==> src/design/ljg_pkg.sv <==
// ----------------------------------------------------------------------------
// ljg_pkg - shared types and constants of the lossless jpeg gray decoder
// Operation and result codes, register indexes and the control structs that
// pass between the sequencer, the huffman unit and the reconstruction unit.
// ----------------------------------------------------------------------------
`default_nettype none

package ljg_pkg;

  // sizing
  localparam int SYMBOL_SLOTS_DEF = 32;
  localparam int DIM_BITS_DEF     = 16;
  localparam int MAX_CODE_LENGTH  = 16;
  localparam int POS_W            = 13;  // 16 lengths x 255 codes + offset
  localparam int CODE_W           = 17;  // first code of a length, bit 16 sticky

  localparam logic [CODE_W-1:0] CODE_SAT = {1'b1, {(CODE_W-1){1'b0}}};

  // configuration port
  localparam int CFG_IDX_W  = 2;
  localparam int CFG_DATA_W = 16;

  localparam logic [CFG_IDX_W-1:0] REG_WIDTH  = 2'd0;
  localparam logic [CFG_IDX_W-1:0] REG_HEIGHT = 2'd1;
  localparam logic [CFG_IDX_W-1:0] REG_PREC   = 2'd2;

  localparam logic [15:0] WIDTH_RST   = 16'd512;
  localparam logic [15:0] HEIGHT_RST  = 16'd512;
  localparam logic [4:0]  PREC_RST    = 5'd8;
  localparam logic [4:0]  PREC_NARROW = 5'd8;   // masks samples to 8 bits
  localparam logic [4:0]  PREC_MAX    = 5'd16;

  // stream markers
  localparam logic [7:0] BYTE_FF  = 8'hFF;
  localparam logic [7:0] BYTE_00  = 8'h00;
  localparam logic [7:0] CAT_ZERO = 8'd0;
  localparam logic [7:0] CAT_BIG  = 8'd16;
  localparam logic [15:0] DIFF_BIG = 16'h8000;

  typedef enum logic [1:0] {
    OP_BYTE   = 2'd0,
    OP_COUNT  = 2'd1,
    OP_SYMBOL = 2'd2,
    OP_START  = 2'd3
  } op_t;

  typedef enum logic [1:0] {
    KIND_PIXEL  = 2'd0,
    KIND_MARKER = 2'd1,
    KIND_ERROR  = 2'd2
  } kind_t;

  typedef struct packed {
    kind_t       kind;
    logic [15:0] pixel;
    logic [7:0]  marker;
    logic        done;
  } res_t;

  // sequencer -> huffman unit
  typedef struct packed {
    logic clear;
    logic step;
    logic bit_in;
  } hcmd_t;

  // huffman unit -> sequencer, valid with step
  typedef struct packed {
    logic hit;
    logic err;
  } hstat_t;

  // sequencer -> reconstruction unit
  typedef struct packed {
    logic       clear;
    logic       shift;
    logic       bit_in;
    logic       load_cat;
    logic [3:0] cat;
    logic       set_diff;
    logic       big;
    logic       mk_diff;
    logic       emit;
  } rcmd_t;

  // reconstruction unit -> sequencer
  typedef struct packed {
    logic        reading;
    logic        extra_last;
    logic [15:0] pixel;
    logic        done;
  } rstat_t;

endpackage

`default_nettype wire

==> src/design/ljg_huff.sv <==
// ----------------------------------------------------------------------------
// ljg_huff - bit-serial canonical huffman decoder
// Takes one code bit per step, tracks the first code and symbol base of the
// current length and looks the category up in the symbol memory on a hit.
// ----------------------------------------------------------------------------
`default_nettype none

module ljg_huff
  import ljg_pkg::*;
#(
  parameter int SYMBOL_SLOTS = SYMBOL_SLOTS_DEF
) (
  input  wire logic       clk,
  input  wire logic       rst_n,
  input  wire hcmd_t      cmd,
  input  wire logic       cnt_we,
  input  wire logic       sym_we,
  input  wire logic [4:0] wr_slot,
  input  wire logic [7:0] wr_data,
  output hstat_t          stat,
  output logic [7:0]      cat
);

  localparam int AW = $clog2(SYMBOL_SLOTS);

  logic [7:0]        counts_r [MAX_CODE_LENGTH];
  logic [7:0]        sym_mem  [SYMBOL_SLOTS];
  logic [7:0]        cat_r;

  logic [15:0]       accum_r, accum_nxt, acc_sh;
  logic [3:0]        len_r, len_nxt;
  logic [4:0]        len_inc;
  logic [CODE_W-1:0] code_r, code_nxt, off;
  logic [CODE_W:0]   sum;
  logic [CODE_W+1:0] sh;
  logic [POS_W-1:0]  base_r, base_nxt, pos;
  logic [7:0]        cnt;
  logic              match, in_range;

  always_comb begin
    acc_sh   = {accum_r[14:0], cmd.bit_in};
    len_inc  = {1'b0, len_r} + 5'd1;
    cnt      = counts_r[len_r];
    off      = {1'b0, acc_sh} - code_r;
    match    = ({1'b0, acc_sh} >= code_r) && (off < {{(CODE_W-8){1'b0}}, cnt});
    pos      = base_r + POS_W'(off[7:0]);
    in_range = pos < POS_W'(SYMBOL_SLOTS);

    stat.hit = cmd.step && match && in_range;
    stat.err = cmd.step && ((match && !in_range) ||
                            (!match && len_inc >= 5'(MAX_CODE_LENGTH)));

    // next first code, pinned once it leaves the 16-bit code space
    sum = {1'b0, code_r} + {{(CODE_W+1-8){1'b0}}, cnt};
    sh  = {sum, 1'b0};

    accum_nxt = accum_r;
    len_nxt   = len_r;
    code_nxt  = code_r;
    base_nxt  = base_r;
    if (cmd.clear || stat.hit || stat.err) begin
      accum_nxt = '0;
      len_nxt   = '0;
      code_nxt  = '0;
      base_nxt  = '0;
    end else if (cmd.step) begin
      accum_nxt = acc_sh;
      len_nxt   = len_inc[3:0];
      code_nxt  = (|sh[CODE_W+1:CODE_W-1]) ? CODE_SAT : sh[CODE_W-1:0];
      base_nxt  = base_r + POS_W'(cnt);
    end
  end

  always_ff @(posedge clk) begin
    if (!rst_n) begin
      accum_r <= '0;
      len_r   <= '0;
      code_r  <= '0;
      base_r  <= '0;
    end else begin
      accum_r <= accum_nxt;
      len_r   <= len_nxt;
      code_r  <= code_nxt;
      base_r  <= base_nxt;
    end
  end

  // table storage
  always_ff @(posedge clk) begin
    if (cnt_we) begin
      counts_r[wr_slot[3:0]] <= wr_data;
    end
    if (sym_we) begin
      sym_mem[AW'(wr_slot)] <= wr_data;
    end
    if (stat.hit) begin
      cat_r <= sym_mem[pos[AW-1:0]];
    end
  end

  assign cat = cat_r;

endmodule

`default_nettype wire

==> src/design/ljg_recon.sv <==
// ----------------------------------------------------------------------------
// ljg_recon - extra bits and sample reconstruction
// Shifts in the extra bits of a category, turns them into a signed
// difference, adds the prediction and keeps the row and column position.
// ----------------------------------------------------------------------------
`default_nettype none

module ljg_recon
  import ljg_pkg::*;
#(
  parameter int DIM_BITS = DIM_BITS_DEF
) (
  input  wire logic        clk,
  input  wire logic        rst_n,
  input  wire rcmd_t       cmd,
  input  wire logic [15:0] width,
  input  wire logic [15:0] height,
  input  wire logic [4:0]  prec,
  output rstat_t           stat
);

  logic [14:0]         buf_r;
  logic [3:0]          cnt_r, cat_r;
  logic                reading_r;
  logic [15:0]         diff_r, left_r, first_r;
  logic [DIM_BITS-1:0] col_r, row_r, col_inc;
  logic [DIM_BITS:0]   row_inc;

  logic        neg, wrap;
  logic [15:0] off16, diff_mk, half, pred, pix_sum, pix;
  logic [4:0]  p_cl;
  logic [3:0]  half_sh;

  always_comb begin
    // jpeg sign rule: top extra bit clear means a negative difference
    neg     = ~buf_r[cat_r - 4'd1];
    off16   = (16'hFFFF << cat_r) + 16'd1;
    diff_mk = neg ? ({1'b0, buf_r} + off16) : {1'b0, buf_r};

    if (prec == 5'd0) begin
      p_cl = 5'd1;
    end else if (prec > PREC_MAX) begin
      p_cl = PREC_MAX;
    end else begin
      p_cl = prec;
    end
    half_sh = 4'(p_cl - 5'd1);
    half    = 16'd1 << half_sh;

    if (col_r != '0) begin
      pred = left_r;
    end else if (row_r != '0) begin
      pred = first_r;
    end else begin
      pred = half;
    end
    pix_sum = pred + diff_r;
    pix     = (prec == PREC_NARROW) ? {8'd0, pix_sum[7:0]} : pix_sum;

    col_inc = col_r + DIM_BITS'(1);
    wrap    = (16'(col_inc) >= width) || (col_inc == '0);
    row_inc = {1'b0, row_r} + (DIM_BITS+1)'(1);

    stat.reading    = reading_r;
    stat.extra_last = reading_r && (({1'b0, cnt_r} + 5'd1) >= {1'b0, cat_r});
    stat.pixel      = pix;
    stat.done       = wrap && (17'(row_inc) >= {1'b0, height});
  end

  // position and mode
  always_ff @(posedge clk) begin
    if (!rst_n) begin
      reading_r <= 1'b0;
      col_r     <= '0;
      row_r     <= '0;
    end else if (cmd.clear) begin
      reading_r <= 1'b0;
      col_r     <= '0;
      row_r     <= '0;
    end else begin
      if (cmd.load_cat) begin
        reading_r <= 1'b1;
      end
      if (cmd.emit) begin
        reading_r <= 1'b0;
        col_r     <= wrap ? '0 : col_inc;
        if (wrap) begin
          row_r <= row_inc[DIM_BITS-1:0];
        end
      end
    end
  end

  // datapath
  always_ff @(posedge clk) begin
    if (cmd.clear) begin
      left_r  <= '0;
      first_r <= '0;
    end
    if (cmd.shift) begin
      buf_r <= {buf_r[13:0], cmd.bit_in};
      cnt_r <= cnt_r + 4'd1;
    end
    if (cmd.load_cat) begin
      cat_r <= cmd.cat;
      buf_r <= '0;
      cnt_r <= '0;
    end
    if (cmd.set_diff) begin
      diff_r <= cmd.big ? DIFF_BIG : 16'd0;
    end
    if (cmd.mk_diff) begin
      diff_r <= diff_mk;
    end
    if (cmd.emit) begin
      left_r <= pix;
      if (col_r == '0) begin
        first_r <= pix;
      end
    end
  end

endmodule

`default_nettype wire

==> src/design/lossless_jpeg_gray_decoder.sv <==
// ----------------------------------------------------------------------------
// lossless_jpeg_gray_decoder - grayscale lossless jpeg scan decoder
// Loads a canonical huffman table, strips byte stuffing, decodes categories
// one bit per cycle while there is room and rebuilds samples with the left predictor.
// ----------------------------------------------------------------------------
//
//  channel  dir  handshake          payload
//  in_      in   tvalid / tready    tuser: op; tdata: slot_index, byte_value
//  out_     out  tvalid / tready    tuser: kind; tdata: pixel, marker_code,
//                                   image_done; tlast: last
//  cfg_     in   we (no wait)       index, wdata
//
//  a coded byte is shifted through the bit engine one bit per cycle while there
//  is room: accept, bit steps, flush, plus ST_SYM per matched code and ST_PIX
//  (after ST_DIFF if extra bits) per pixel; table loads and scan start are
//  done on acceptance; the bit engine is the limit; it pauses while a result
//  is held and the output register is still full
//  reset is synchronous: registers back to 512 x 512 at 8 bits, scan ended
//  (coded bytes ignored until a start request); tables are not cleared
//
`default_nettype none

module lossless_jpeg_gray_decoder
  import ljg_pkg::*;
#(
  parameter int SYMBOL_SLOTS = SYMBOL_SLOTS_DEF,
  parameter int DIM_BITS     = DIM_BITS_DEF
) (
  input  wire logic                  clk,
  input  wire logic                  rst_n,
  // input stream
  input  wire logic                  in_tvalid,
  output logic                       in_tready,
  input  wire logic [15:0]           in_tdata,   // slot_index[4:0], byte_value[12:5]
  input  wire logic [1:0]            in_tuser,   // op[1:0]
  // result stream
  output logic                       out_tvalid,
  input  wire logic                  out_tready,
  output logic [31:0]                out_tdata,  // pixel[15:0], marker_code[23:16],
                                                 // image_done[24]
  output logic [1:0]                 out_tuser,  // kind[1:0]
  output logic                       out_tlast,
  // configuration
  input  wire logic                  cfg_we,
  input  wire logic [CFG_IDX_W-1:0]  cfg_index,
  input  wire logic [CFG_DATA_W-1:0] cfg_wdata
);

  typedef enum logic [5:0] {
    ST_IDLE  = 6'b000001,
    ST_BITS  = 6'b000010,
    ST_SYM   = 6'b000100,
    ST_DIFF  = 6'b001000,
    ST_PIX   = 6'b010000,
    ST_FLUSH = 6'b100000
  } state_t;

  state_t      state_r, state_nxt;

  // configuration registers
  logic [15:0] width_r, height_r;
  logic [4:0]  prec_r;

  // byte shifter and stream state
  logic [7:0]  byte_r, byte_nxt;
  logic [3:0]  bits_r, bits_nxt;
  logic        ff_r, ff_nxt;
  logic        scan_done_r, scan_done_nxt;

  // result held back until it is known whether it is the last of the request
  res_t        hold_r, hold_nxt, push_res;
  logic        hold_vld_r, hold_vld_nxt, push;

  // output register
  res_t        out_res_r, out_res_nxt;
  logic        out_vld_r, out_vld_nxt, out_last_r, out_last_nxt;
  logic        out_free, room;

  // request decode
  logic        in_acc;
  op_t         op;
  logic [4:0]  slot;
  logic [7:0]  bval;

  // sub-unit links
  hcmd_t       hcmd;
  hstat_t      hstat;
  rcmd_t       rcmd;
  rstat_t      rstat;
  logic [7:0]  cat;
  logic        cnt_we, sym_we;

  assign in_tready = (state_r == ST_IDLE);
  assign in_acc    = in_tvalid && in_tready;
  assign op        = op_t'(in_tuser);
  assign slot      = in_tdata[4:0];
  assign bval      = in_tdata[12:5];

  assign out_free  = !out_vld_r || out_tready;
  assign room      = !hold_vld_r || out_free;

  ljg_huff #(
    .SYMBOL_SLOTS(SYMBOL_SLOTS)
  ) u_huff (
    .clk     (clk),
    .rst_n   (rst_n),
    .cmd     (hcmd),
    .cnt_we  (cnt_we),
    .sym_we  (sym_we),
    .wr_slot (slot),
    .wr_data (bval),
    .stat    (hstat),
    .cat     (cat)
  );

  ljg_recon #(
    .DIM_BITS(DIM_BITS)
  ) u_recon (
    .clk    (clk),
    .rst_n  (rst_n),
    .cmd    (rcmd),
    .width  (width_r),
    .height (height_r),
    .prec   (prec_r),
    .stat   (rstat)
  );

  // sequencer
  always_comb begin
    state_nxt     = state_r;
    byte_nxt      = byte_r;
    bits_nxt      = bits_r;
    ff_nxt        = ff_r;
    scan_done_nxt = scan_done_r;
    hold_nxt      = hold_r;
    hold_vld_nxt  = hold_vld_r;
    out_res_nxt   = out_res_r;
    out_last_nxt  = out_last_r;
    out_vld_nxt   = out_vld_r && !out_tready;
    push          = 1'b0;
    push_res      = '{kind: KIND_PIXEL, pixel: 16'd0, marker: 8'd0, done: 1'b0};
    hcmd          = '0;
    rcmd          = '0;
    cnt_we        = 1'b0;
    sym_we        = 1'b0;

    case (state_r)
      ST_IDLE: begin
        if (in_acc) begin
          case (op)
            OP_COUNT: begin
              cnt_we = (slot < 5'(MAX_CODE_LENGTH));
            end
            OP_SYMBOL: begin
              sym_we = ({4'd0, slot} < 9'(SYMBOL_SLOTS));
            end
            OP_START: begin
              hcmd.clear    = 1'b1;
              rcmd.clear    = 1'b1;
              ff_nxt        = 1'b0;
              scan_done_nxt = 1'b0;
            end
            OP_BYTE: begin
              if (!scan_done_r) begin
                if (ff_r) begin
                  if (bval == BYTE_00) begin
                    // stuffed ff is plain data
                    ff_nxt    = 1'b0;
                    byte_nxt  = BYTE_FF;
                    bits_nxt  = 4'd8;
                    state_nxt = ST_BITS;
                  end else if (bval != BYTE_FF) begin
                    // marker ends the scan
                    ff_nxt          = 1'b0;
                    scan_done_nxt   = 1'b1;
                    push            = 1'b1;
                    push_res.kind   = KIND_MARKER;
                    push_res.marker = bval;
                    state_nxt       = ST_FLUSH;
                  end
                  // ff after ff is fill, stays held
                end else if (bval == BYTE_FF) begin
                  ff_nxt = 1'b1;
                end else begin
                  byte_nxt  = bval;
                  bits_nxt  = 4'd8;
                  state_nxt = ST_BITS;
                end
              end
            end
            default: begin
            end
          endcase
        end
      end

      ST_BITS: begin
        if (room) begin
          byte_nxt = {byte_r[6:0], 1'b0};
          bits_nxt = bits_r - 4'd1;
          if (rstat.reading) begin
            rcmd.shift  = 1'b1;
            rcmd.bit_in = byte_r[7];
            if (rstat.extra_last) begin
              state_nxt = ST_DIFF;
            end else if (bits_r == 4'd1) begin
              state_nxt = ST_FLUSH;
            end
          end else begin
            hcmd.step   = 1'b1;
            hcmd.bit_in = byte_r[7];
            if (hstat.hit) begin
              state_nxt = ST_SYM;
            end else if (hstat.err) begin
              scan_done_nxt = 1'b1;
              push          = 1'b1;
              push_res.kind = KIND_ERROR;
              state_nxt     = ST_FLUSH;
            end else if (bits_r == 4'd1) begin
              state_nxt = ST_FLUSH;
            end
          end
        end
      end

      ST_SYM: begin
        if (room) begin
          if (cat == CAT_ZERO || cat == CAT_BIG) begin
            rcmd.set_diff = 1'b1;
            rcmd.big      = (cat == CAT_BIG);
            state_nxt     = ST_PIX;
          end else if (cat > CAT_BIG) begin
            scan_done_nxt = 1'b1;
            push          = 1'b1;
            push_res.kind = KIND_ERROR;
            state_nxt     = ST_FLUSH;
          end else begin
            rcmd.load_cat = 1'b1;
            rcmd.cat      = cat[3:0];
            state_nxt     = (bits_r == 4'd0) ? ST_FLUSH : ST_BITS;
          end
        end
      end

      ST_DIFF: begin
        rcmd.mk_diff = 1'b1;
        state_nxt    = ST_PIX;
      end

      ST_PIX: begin
        if (room) begin
          rcmd.emit      = 1'b1;
          push           = 1'b1;
          push_res.kind  = KIND_PIXEL;
          push_res.pixel = rstat.pixel;
          push_res.done  = rstat.done;
          if (rstat.done) begin
            // rest of the byte is dropped
            scan_done_nxt = 1'b1;
            state_nxt     = ST_FLUSH;
          end else begin
            state_nxt = (bits_r == 4'd0) ? ST_FLUSH : ST_BITS;
          end
        end
      end

      ST_FLUSH: begin
        if (!hold_vld_r) begin
          state_nxt = ST_IDLE;
        end else if (out_free) begin
          out_res_nxt  = hold_r;
          out_last_nxt = 1'b1;
          out_vld_nxt  = 1'b1;
          hold_vld_nxt = 1'b0;
          state_nxt    = ST_IDLE;
        end
      end

      default: begin
        state_nxt = ST_IDLE;
      end
    endcase

    // a new result pushes the held one out, not last
    if (push) begin
      if (hold_vld_r) begin
        out_res_nxt  = hold_r;
        out_last_nxt = 1'b0;
        out_vld_nxt  = 1'b1;
      end
      hold_nxt     = push_res;
      hold_vld_nxt = 1'b1;
    end
  end

  // control state
  always_ff @(posedge clk) begin
    if (!rst_n) begin
      state_r     <= ST_IDLE;
      bits_r      <= '0;
      ff_r        <= 1'b0;
      scan_done_r <= 1'b1;
      hold_vld_r  <= 1'b0;
      out_vld_r   <= 1'b0;
    end else begin
      state_r     <= state_nxt;
      bits_r      <= bits_nxt;
      ff_r        <= ff_nxt;
      scan_done_r <= scan_done_nxt;
      hold_vld_r  <= hold_vld_nxt;
      out_vld_r   <= out_vld_nxt;
    end
  end

  // payload
  always_ff @(posedge clk) begin
    byte_r     <= byte_nxt;
    hold_r     <= hold_nxt;
    out_res_r  <= out_res_nxt;
    out_last_r <= out_last_nxt;
  end

  // configuration registers
  always_ff @(posedge clk) begin
    if (!rst_n) begin
      width_r  <= WIDTH_RST;
      height_r <= HEIGHT_RST;
      prec_r   <= PREC_RST;
    end else if (cfg_we) begin
      case (cfg_index)
        REG_WIDTH:  width_r  <= cfg_wdata;
        REG_HEIGHT: height_r <= cfg_wdata;
        REG_PREC:   prec_r   <= cfg_wdata[4:0];
        default: begin
        end
      endcase
    end
  end

  assign out_tvalid = out_vld_r;
  assign out_tdata  = {7'd0, out_res_r.done, out_res_r.marker, out_res_r.pixel};
  assign out_tuser  = out_res_r.kind;
  assign out_tlast  = out_last_r;

endmodule

`default_nettype wire

==> config.mk <==
export PLATFORM = sky130hd
export DESIGN_NAME = lossless_jpeg_gray_decoder
export DESIGN_NICKNAME = d
export VERILOG_FILES = /design/src/design/ljg_pkg.sv /design/src/design/ljg_huff.sv /design/src/design/ljg_recon.sv /design/src/design/lossless_jpeg_gray_decoder.sv
export SDC_FILE = /design/constraint.sdc
export NUM_CORES = 1
export LEC_CHECK = 0
export BUFFER_PORTS_ARGS = -buffer_cell sky130_fd_sc_hd__buf_2
export CORE_MARGIN = 2
export CORE_UTILIZATION = 45
export CTS_CLUSTER_DIAMETER = 150
export DETAILED_ROUTE_END_ITERATION = 12
export PLACE_DENSITY = 0.61
export SLEW_MARGIN = 40
export SYNTH_ARGS = -nofsm -noshare
export SYNTH_HDL_FRONTEND = slang
export SYNTH_SLANG_ARGS = --single-unit
export TNS_END_PERCENT = 100
==> constraint.sdc <==
create_clock -name clk -period 5.5 [get_ports clk]
set_input_delay 0 -clock clk [delete_from_list [all_inputs] [get_ports clk]]
set_output_delay 0 -clock clk [all_outputs]
set_load 0.005 [all_outputs]
Word-level counts from Yosys, hierarchy flattened. Memory sizes are Yosys's and may differ from the RTL's. A register that Yosys moved wholly into a read port is not among the register bits. Index checks and enable logic that the tools add are counted.

Shift operators: 2. $lt $le $gt $ge: 11. Mux-type cells: 151. Reductions and logical operators: 53. Equality and inequality tests: 34. Bitwise logic cells: 8. $add $sub $neg: 15.

Operator list (number): 2-to-1 mux 16 bit (13); 2-to-1 mux 27 bit (5); 2-to-1 mux 6 bit (21); 2-to-1 mux 1 bit (66); 2-to-1 mux 8 bit (7); 2-to-1 mux 4 bit (11); case mux 6 bit (6 select lines) (1); adder 16 x 1 -> 16 bit, second input constant (2); logical NOT 16 bit (2); nonzero test 16 bit (2); 2-to-1 mux 2 bit (14); adder 13 x 8 -> 13 bit (2); inequality test 2 bit, second input constant (11); adder 17 x 8 -> 18 bit (1); adder 16 x 1 -> 17 bit, second input constant (1); greater-or-equal comparator 16 x 17 -> 1 bit (1); greater-or-equal comparator 17 x 16 -> 1 bit (1); < comparator 17 x 8 -> 1 bit (1); 2-to-1 mux 17 bit (1); subtractor 16 x 17 -> 17 bit (1); adder 15 x 16 -> 16 bit (1); adder 16 bit (1); greater-or-equal comparator 16 bit (1); logical NOT 8 bit (2); other kinds (56) (105).

Logic and storage cells: 308. Output and inout bits: 37. RAM bits: 384. Bits in registers: 267. Memories kept: 2.

Memory list: u_huff.sym_mem (depth 32, width 8, read ports 1, clocked after memory_dff 1, wr ports 1, RTL line ljg_huff.sv:27) `logic [7:0] sym_mem [SYMBOL_SLOTS];`; u_huff.counts_r (depth 16, width 8, read ports 1, clocked after memory_dff 1, wr ports 1, RTL line ljg_huff.sv:26) `logic [7:0] counts_r [MAX_CODE_LENGTH];`.

Logic depth before layout (Yosys ltp).
Word-level depth: 18. Gate-level depth with buffers: 19. Gate-level depth less buffers: 18.

Modules after synthesis. Synthesis repeated with hierarchy kept, for this count alone.

Cells, all modules: 2596. Area total of the unflattened synthesis: 32388.6 um2.

By module, submodules not included: ljg_huff (area each 19230.9 um2, cells each 1127, seq. area each 12812.3 um2, times used 1); ljg_recon (area each 8164.1 um2, cells each 974, seq. area each 2442.3 um2, times used 1); lossless_jpeg_gray_decoder (area each 4993.5 um2, cells each 495, seq. area each 2912.8 um2, times used 1).

Worst setup path after synthesis. No wires, ideal clock.

Kind: flip-flop to flip-flop. From: register (tool-made name). To: register hold_r[0] (netlist bit), enable pin. Library setup time: 0.382 ns. Arrival time: 4.735 ns. Cell stages (with the launch flop): 16. Required time: 5.118 ns. Path slack: 0.383 ns. Cell sequence: dfxtp_1 > buf_1 > buf_1 > mux4_2 > mux4_2 > inv_1 > ha_1 > a21o_1 > a21o_1 > a21oi_1 > o21ai_2 > and4b_4 > nor4_2 > mux2i_2 > and2_1 > inv_1.

RTL lines: to (signal assigned) (RTL line lossless_jpeg_gray_decoder.sv:318) `hold_r <= hold_nxt;`; to (decl) (RTL line lossless_jpeg_gray_decoder.sv:71) `res_t hold_r, hold_nxt, push_res;`.

==> flow_summary_export.csv <==
group,metric,value,unit
timing,setup_tns,0,ns
routing,drc,0,
clock_tree,clockBufferDepth,3,
worst_setup_path,critical_path_required,5.88,ns
place,hpwl,48.6,mm
routing,dr.pass1.iters,7,
floorplanning,rows,96,
final_layout,n_antenna_cell,0,
timing,max_freq,200,MHz
worst_setup_path,critical_path.slowest_cell,"or4_1",
clock_tree,clock_latency,0.63,ns
final_layout,final_nets,2780,
timing,max-slew-margin-rel,44.3,%
floorplanning,initial_core_util,45.6,%
place,pre_cts_ws,0.308,ns
worst_setup_path,critPathCaptureType,"flop",
power_and_ir_drop,ir_worst_vdd,0.252,mV
timing,final_max_slew_viol_count,0,
clock_tree,cts_root_buffer,"clkbuf_16",
floorplanning,io_pins,78,
routing,routed_via_density,5.60,
floorplanning,die_h,268,µm
global_routing,grt_pass1_wl,112,mm
outcome,status,"finished clean",
floorplanning,dieArea,71900,µm²
final_layout,drive_above_1_share,15.8,%
clock_tree,clkSinkCount,662,
power_and_ir_drop,power_leakage,0.0125,µW
place,place_congestion,0.904,
run,drv_cap,0,
worst_setup_path,cp_data_arrival_time,5.37,ns
routing,wirelength,71.6,mm
place,port_buffers,67,
global_routing,first_global_vias,20300,
worst_setup_path,crit_chain,"inv_1 > ha_1 > fa_1 > nand2b_1 > a21o_1 > nor2b_1 > xnor2_1 > ha_1 > a21oi_1 > o41a_1 > or4_1 > a221oi_1 > nor2_1 > mux2i_4 > a31oi_4 > buf_4 > and2_4",
routing,post_drt_wl_per_cell,19.9,µm
logic_synthesis,ys_dominant_reg_cell,"edfxtp_1",
routing,detail_route.iter0.violations,1638,
clock_tree,numCtsBuffers,72,
global_routing,grt-ovfl-total,0,
worst_setup_path,critPathMostFrequentCell,"ha_1",
worst_setup_path,r2r.worst_path.cells,17,
global_routing,grt_max_degree,53,
timing,finalClockSkew,0.0333,ns
final_layout,syn_to_final_growth,13.5,%
power_and_ir_drop,p_per_area,312,nW/µm²
timing,worst_slack,0.510,ns
logic_synthesis,seq_area_frac_synth,57.8,%
worst_setup_path,crit_path_max_incr_delay,0.48,ns
timing,period_needed,4.99,ns
logic_synthesis,ys_types,82,
worst_hold_path,min_path_cells,2,
worst_setup_path,crit_type,"flop to flop",
worst_setup_path,start_kind,"flop",
logic_synthesis,syn_area,31400,µm²
clock_tree,h-tree-depth,3,
floorplanning,dieWidth,268,µm
logic_synthesis,synth_warnings,0,
timing,period_share,90.7,%
worst_setup_path,cp_max_fo,34,
clock_tree,cts.clk_slew.worst_paths,0.06,ns
routing,drt.antenna.violating_nets,0,
global_routing,antenna_found_initial,2,
logic_synthesis,synth_seq_cells,662,
global_routing,track_usage,20.1,%
logic_synthesis,postSynthCellCount,2512,
timing,setup_violations,0,
worst_hold_path,min_path_type,"primary input to flop",
clock_tree,cts_tree,"built",
logic_synthesis,synth_edf_count,491,
floorplanning,core_area,68800,µm²
logic_synthesis,synthArstFlopShare,0,%
logic_synthesis,avgSynthCellArea,12.5,µm²
timing,rsz0062_at_grt,"no",
final_layout,final_util,51.8,%
timing,worst_pin_slew,0.833,ns
timing,hold_viol,0,
routing,vias,20200,
==> path summary, 6_finish.rpt <==
kind,from,endpoint,slack (ns)
worst max-delay path,u_huff.accum_r[0],flop,0.51
worst min-delay path,in_tdata[12],u_huff.sym_mem[31][7],0.06
worst max register to register,u_huff.accum_r[0],flop,0.51
worst min register to register,u_recon.first_r[10],u_recon.first_r[10],0.46
==> cell families after synthesis <==
group / synth area share (%)
AOI/OAI and AO/OA: 8.55
buffers and inverters: 2.93
other: 0.0119
DFF: 57.8
xor gates and xnor gates: 3.04
muxes: 9.74
and+or+nand+nor: 12.5
adders and majority gates: 5.36
==> cell usage in the layout (no fill, tap or decap), types with 12 or more instances in the layout <==
cell	netlist	final
a211oi_1	13	13
a21boi_0	36	36
a21o_1	31	31
a21oi_1	145	143
a22o_1	12	12
a31oi_1	12	12
and2_1	33	33
and2_4	18	18
and3_1	19	19
buf_2	10	64
buf_4	11	32
clkbuf_16	0	74
clkinv_2	0	14
dfxtp_1	171	170
dlygate4sd3_1	0	36
edfxtp_1	491	491
ha_1	125	124
inv_1	103	103
mux2i_1	17	17
mux4_2	122	122
nand2_1	246	246
nand2b_1	19	19
nand3_1	94	93
nand4_1	20	20
nor2_1	198	179
nor2_2	0	18
nor2b_1	23	23
nor3_1	52	50
nor4_1	19	16
o21a_1	15	15
o21ai_0	82	82
or3_1	12	12
xnor2_1	59	58
xor2_1	50	49
==> worst max-delay path, delay by kind of cell, from the launching register on <==
family | cells | cell delay, ns
buffers and inverters | 2 | 0.42
muxes | 1 | 0.27
AOI/OAI and AO/OA | 5 | 1.31
DFF | 1 | 0.37
xor gates and xnor gates | 1 | 0.28
and+or+nand+nor | 5 | 1.13
adders and majority gates | 3 | 0.95
==> through the flow <==
stage / total power, µW / hold WS (ns) / std cells / area, µm²
floorplan: 6050 / 0.0989 / 2518 / 31400
global placement: 6320 / 0.277 / 3429 / 32800
detailed placement: 6340 / 0.276 / 3429 / 32800
CTS: 11200 / 0.00769 / 3597 / 35600
global route: 11500 / 0.0502 / 3597 / 35600
finish: 11100 / 0.0585 / 3597 / 35600
==> cell usage after synthesis (7+ instances only) <==
cell / n / area [µm²]
nand2b_1: 19 / 119
and3_1: 19 / 119
and2_1: 33 / 206
a211oi_1: 13 / 97.6
o21a_1: 15 / 113
mux4_2: 122 / 2750
nor2_1: 198 / 743
nand2_1: 246 / 923
nor4b_1: 7 / 61.3
clkbuf_1: 87 / 327
xnor2_1: 59 / 517
o21ai_0: 82 / 410
inv_1: 103 / 387
nand4_1: 20 / 125
dfxtp_1: 171 / 3420
nor3_1: 52 / 260
nor4_1: 19 / 119
a31oi_1: 12 / 75.1
xor2_1: 50 / 438
a21boi_0: 36 / 270
buf_2: 10 / 50.1
ha_1: 125 / 1560
a21oi_1: 145 / 726
nor3b_1: 7 / 52.6
nor2b_1: 23 / 144
or3_1: 12 / 75.1
o31ai_1: 8 / 60.1
o211ai_1: 10 / 75.1
nand3b_1: 10 / 75.1
mux2_2: 9 / 101
or2_2: 9 / 56.3
buf_4: 11 / 82.6
buf_1: 9 / 33.8
mux2i_1: 17 / 170
a21o_1: 31 / 233
a22o_1: 12 / 105
nand3_1: 94 / 470
edfxtp_1: 491 / 14700
and2_4: 18 / 158
==> cell type report <==
type / count / area [µm²]
Clock buffer: 89 / 1970
Clock inverter: 43 / 447
Fill cell: 5858 / 33200
Inverter: 105 / 394
Multi-Input combinational cell: 1631 / 12500
Sequential cell: 662 / 18200
Tap cell: 931 / 1160
Timing Repair Buffer: 136 / 1000
==> per-layer routing <==
metal  GRT usage (%)  vias to the layer above  part of all wire, %
met1            27.5                     9980                   45
met2            32.8                      535                   47
met4            5.45                        2                  2.1
met5               0                        -                0.018
li1                -                     9520                    -
met3            4.13                      117                  6.1
==> where the power goes <==
part / internal (µW) / switching (µW)
combinational: 329 / 499
sequential: 5400 / 31.1
clock: 2810 / 2050
total: 8540 / 2580
==> sequential cells by signal, indices dropped and copies added, names as in the netlist, 8 cells and up, named ones only <==
register	flops
u_huff.code_r	16
width_r	16
hold_r	27
u_recon.row_r	16
u_huff.cat	8
u_huff.sym_mem	256
u_huff.base_r	13
u_recon.diff_r	16
u_recon.left_r	16
u_huff.accum_r	15
u_recon.col_r	16
byte_r	8
u_recon.buf_r	15
u_huff.counts_r	128
height_r	16
u_recon.first_r	16
==> timing repair <==
| action | 4_1_cts | 5_1_grt |
|---|---|---|
| endpoints found under the setup margin | 0 | 15 |
| hold buffers | 36 | 0 |
| setup buffers | 0 | 0 |
| hold endpoints to repair | 172 | 0 |
| resized for setup | 0 | 1 |
Power figures use the tool's default switching activity.
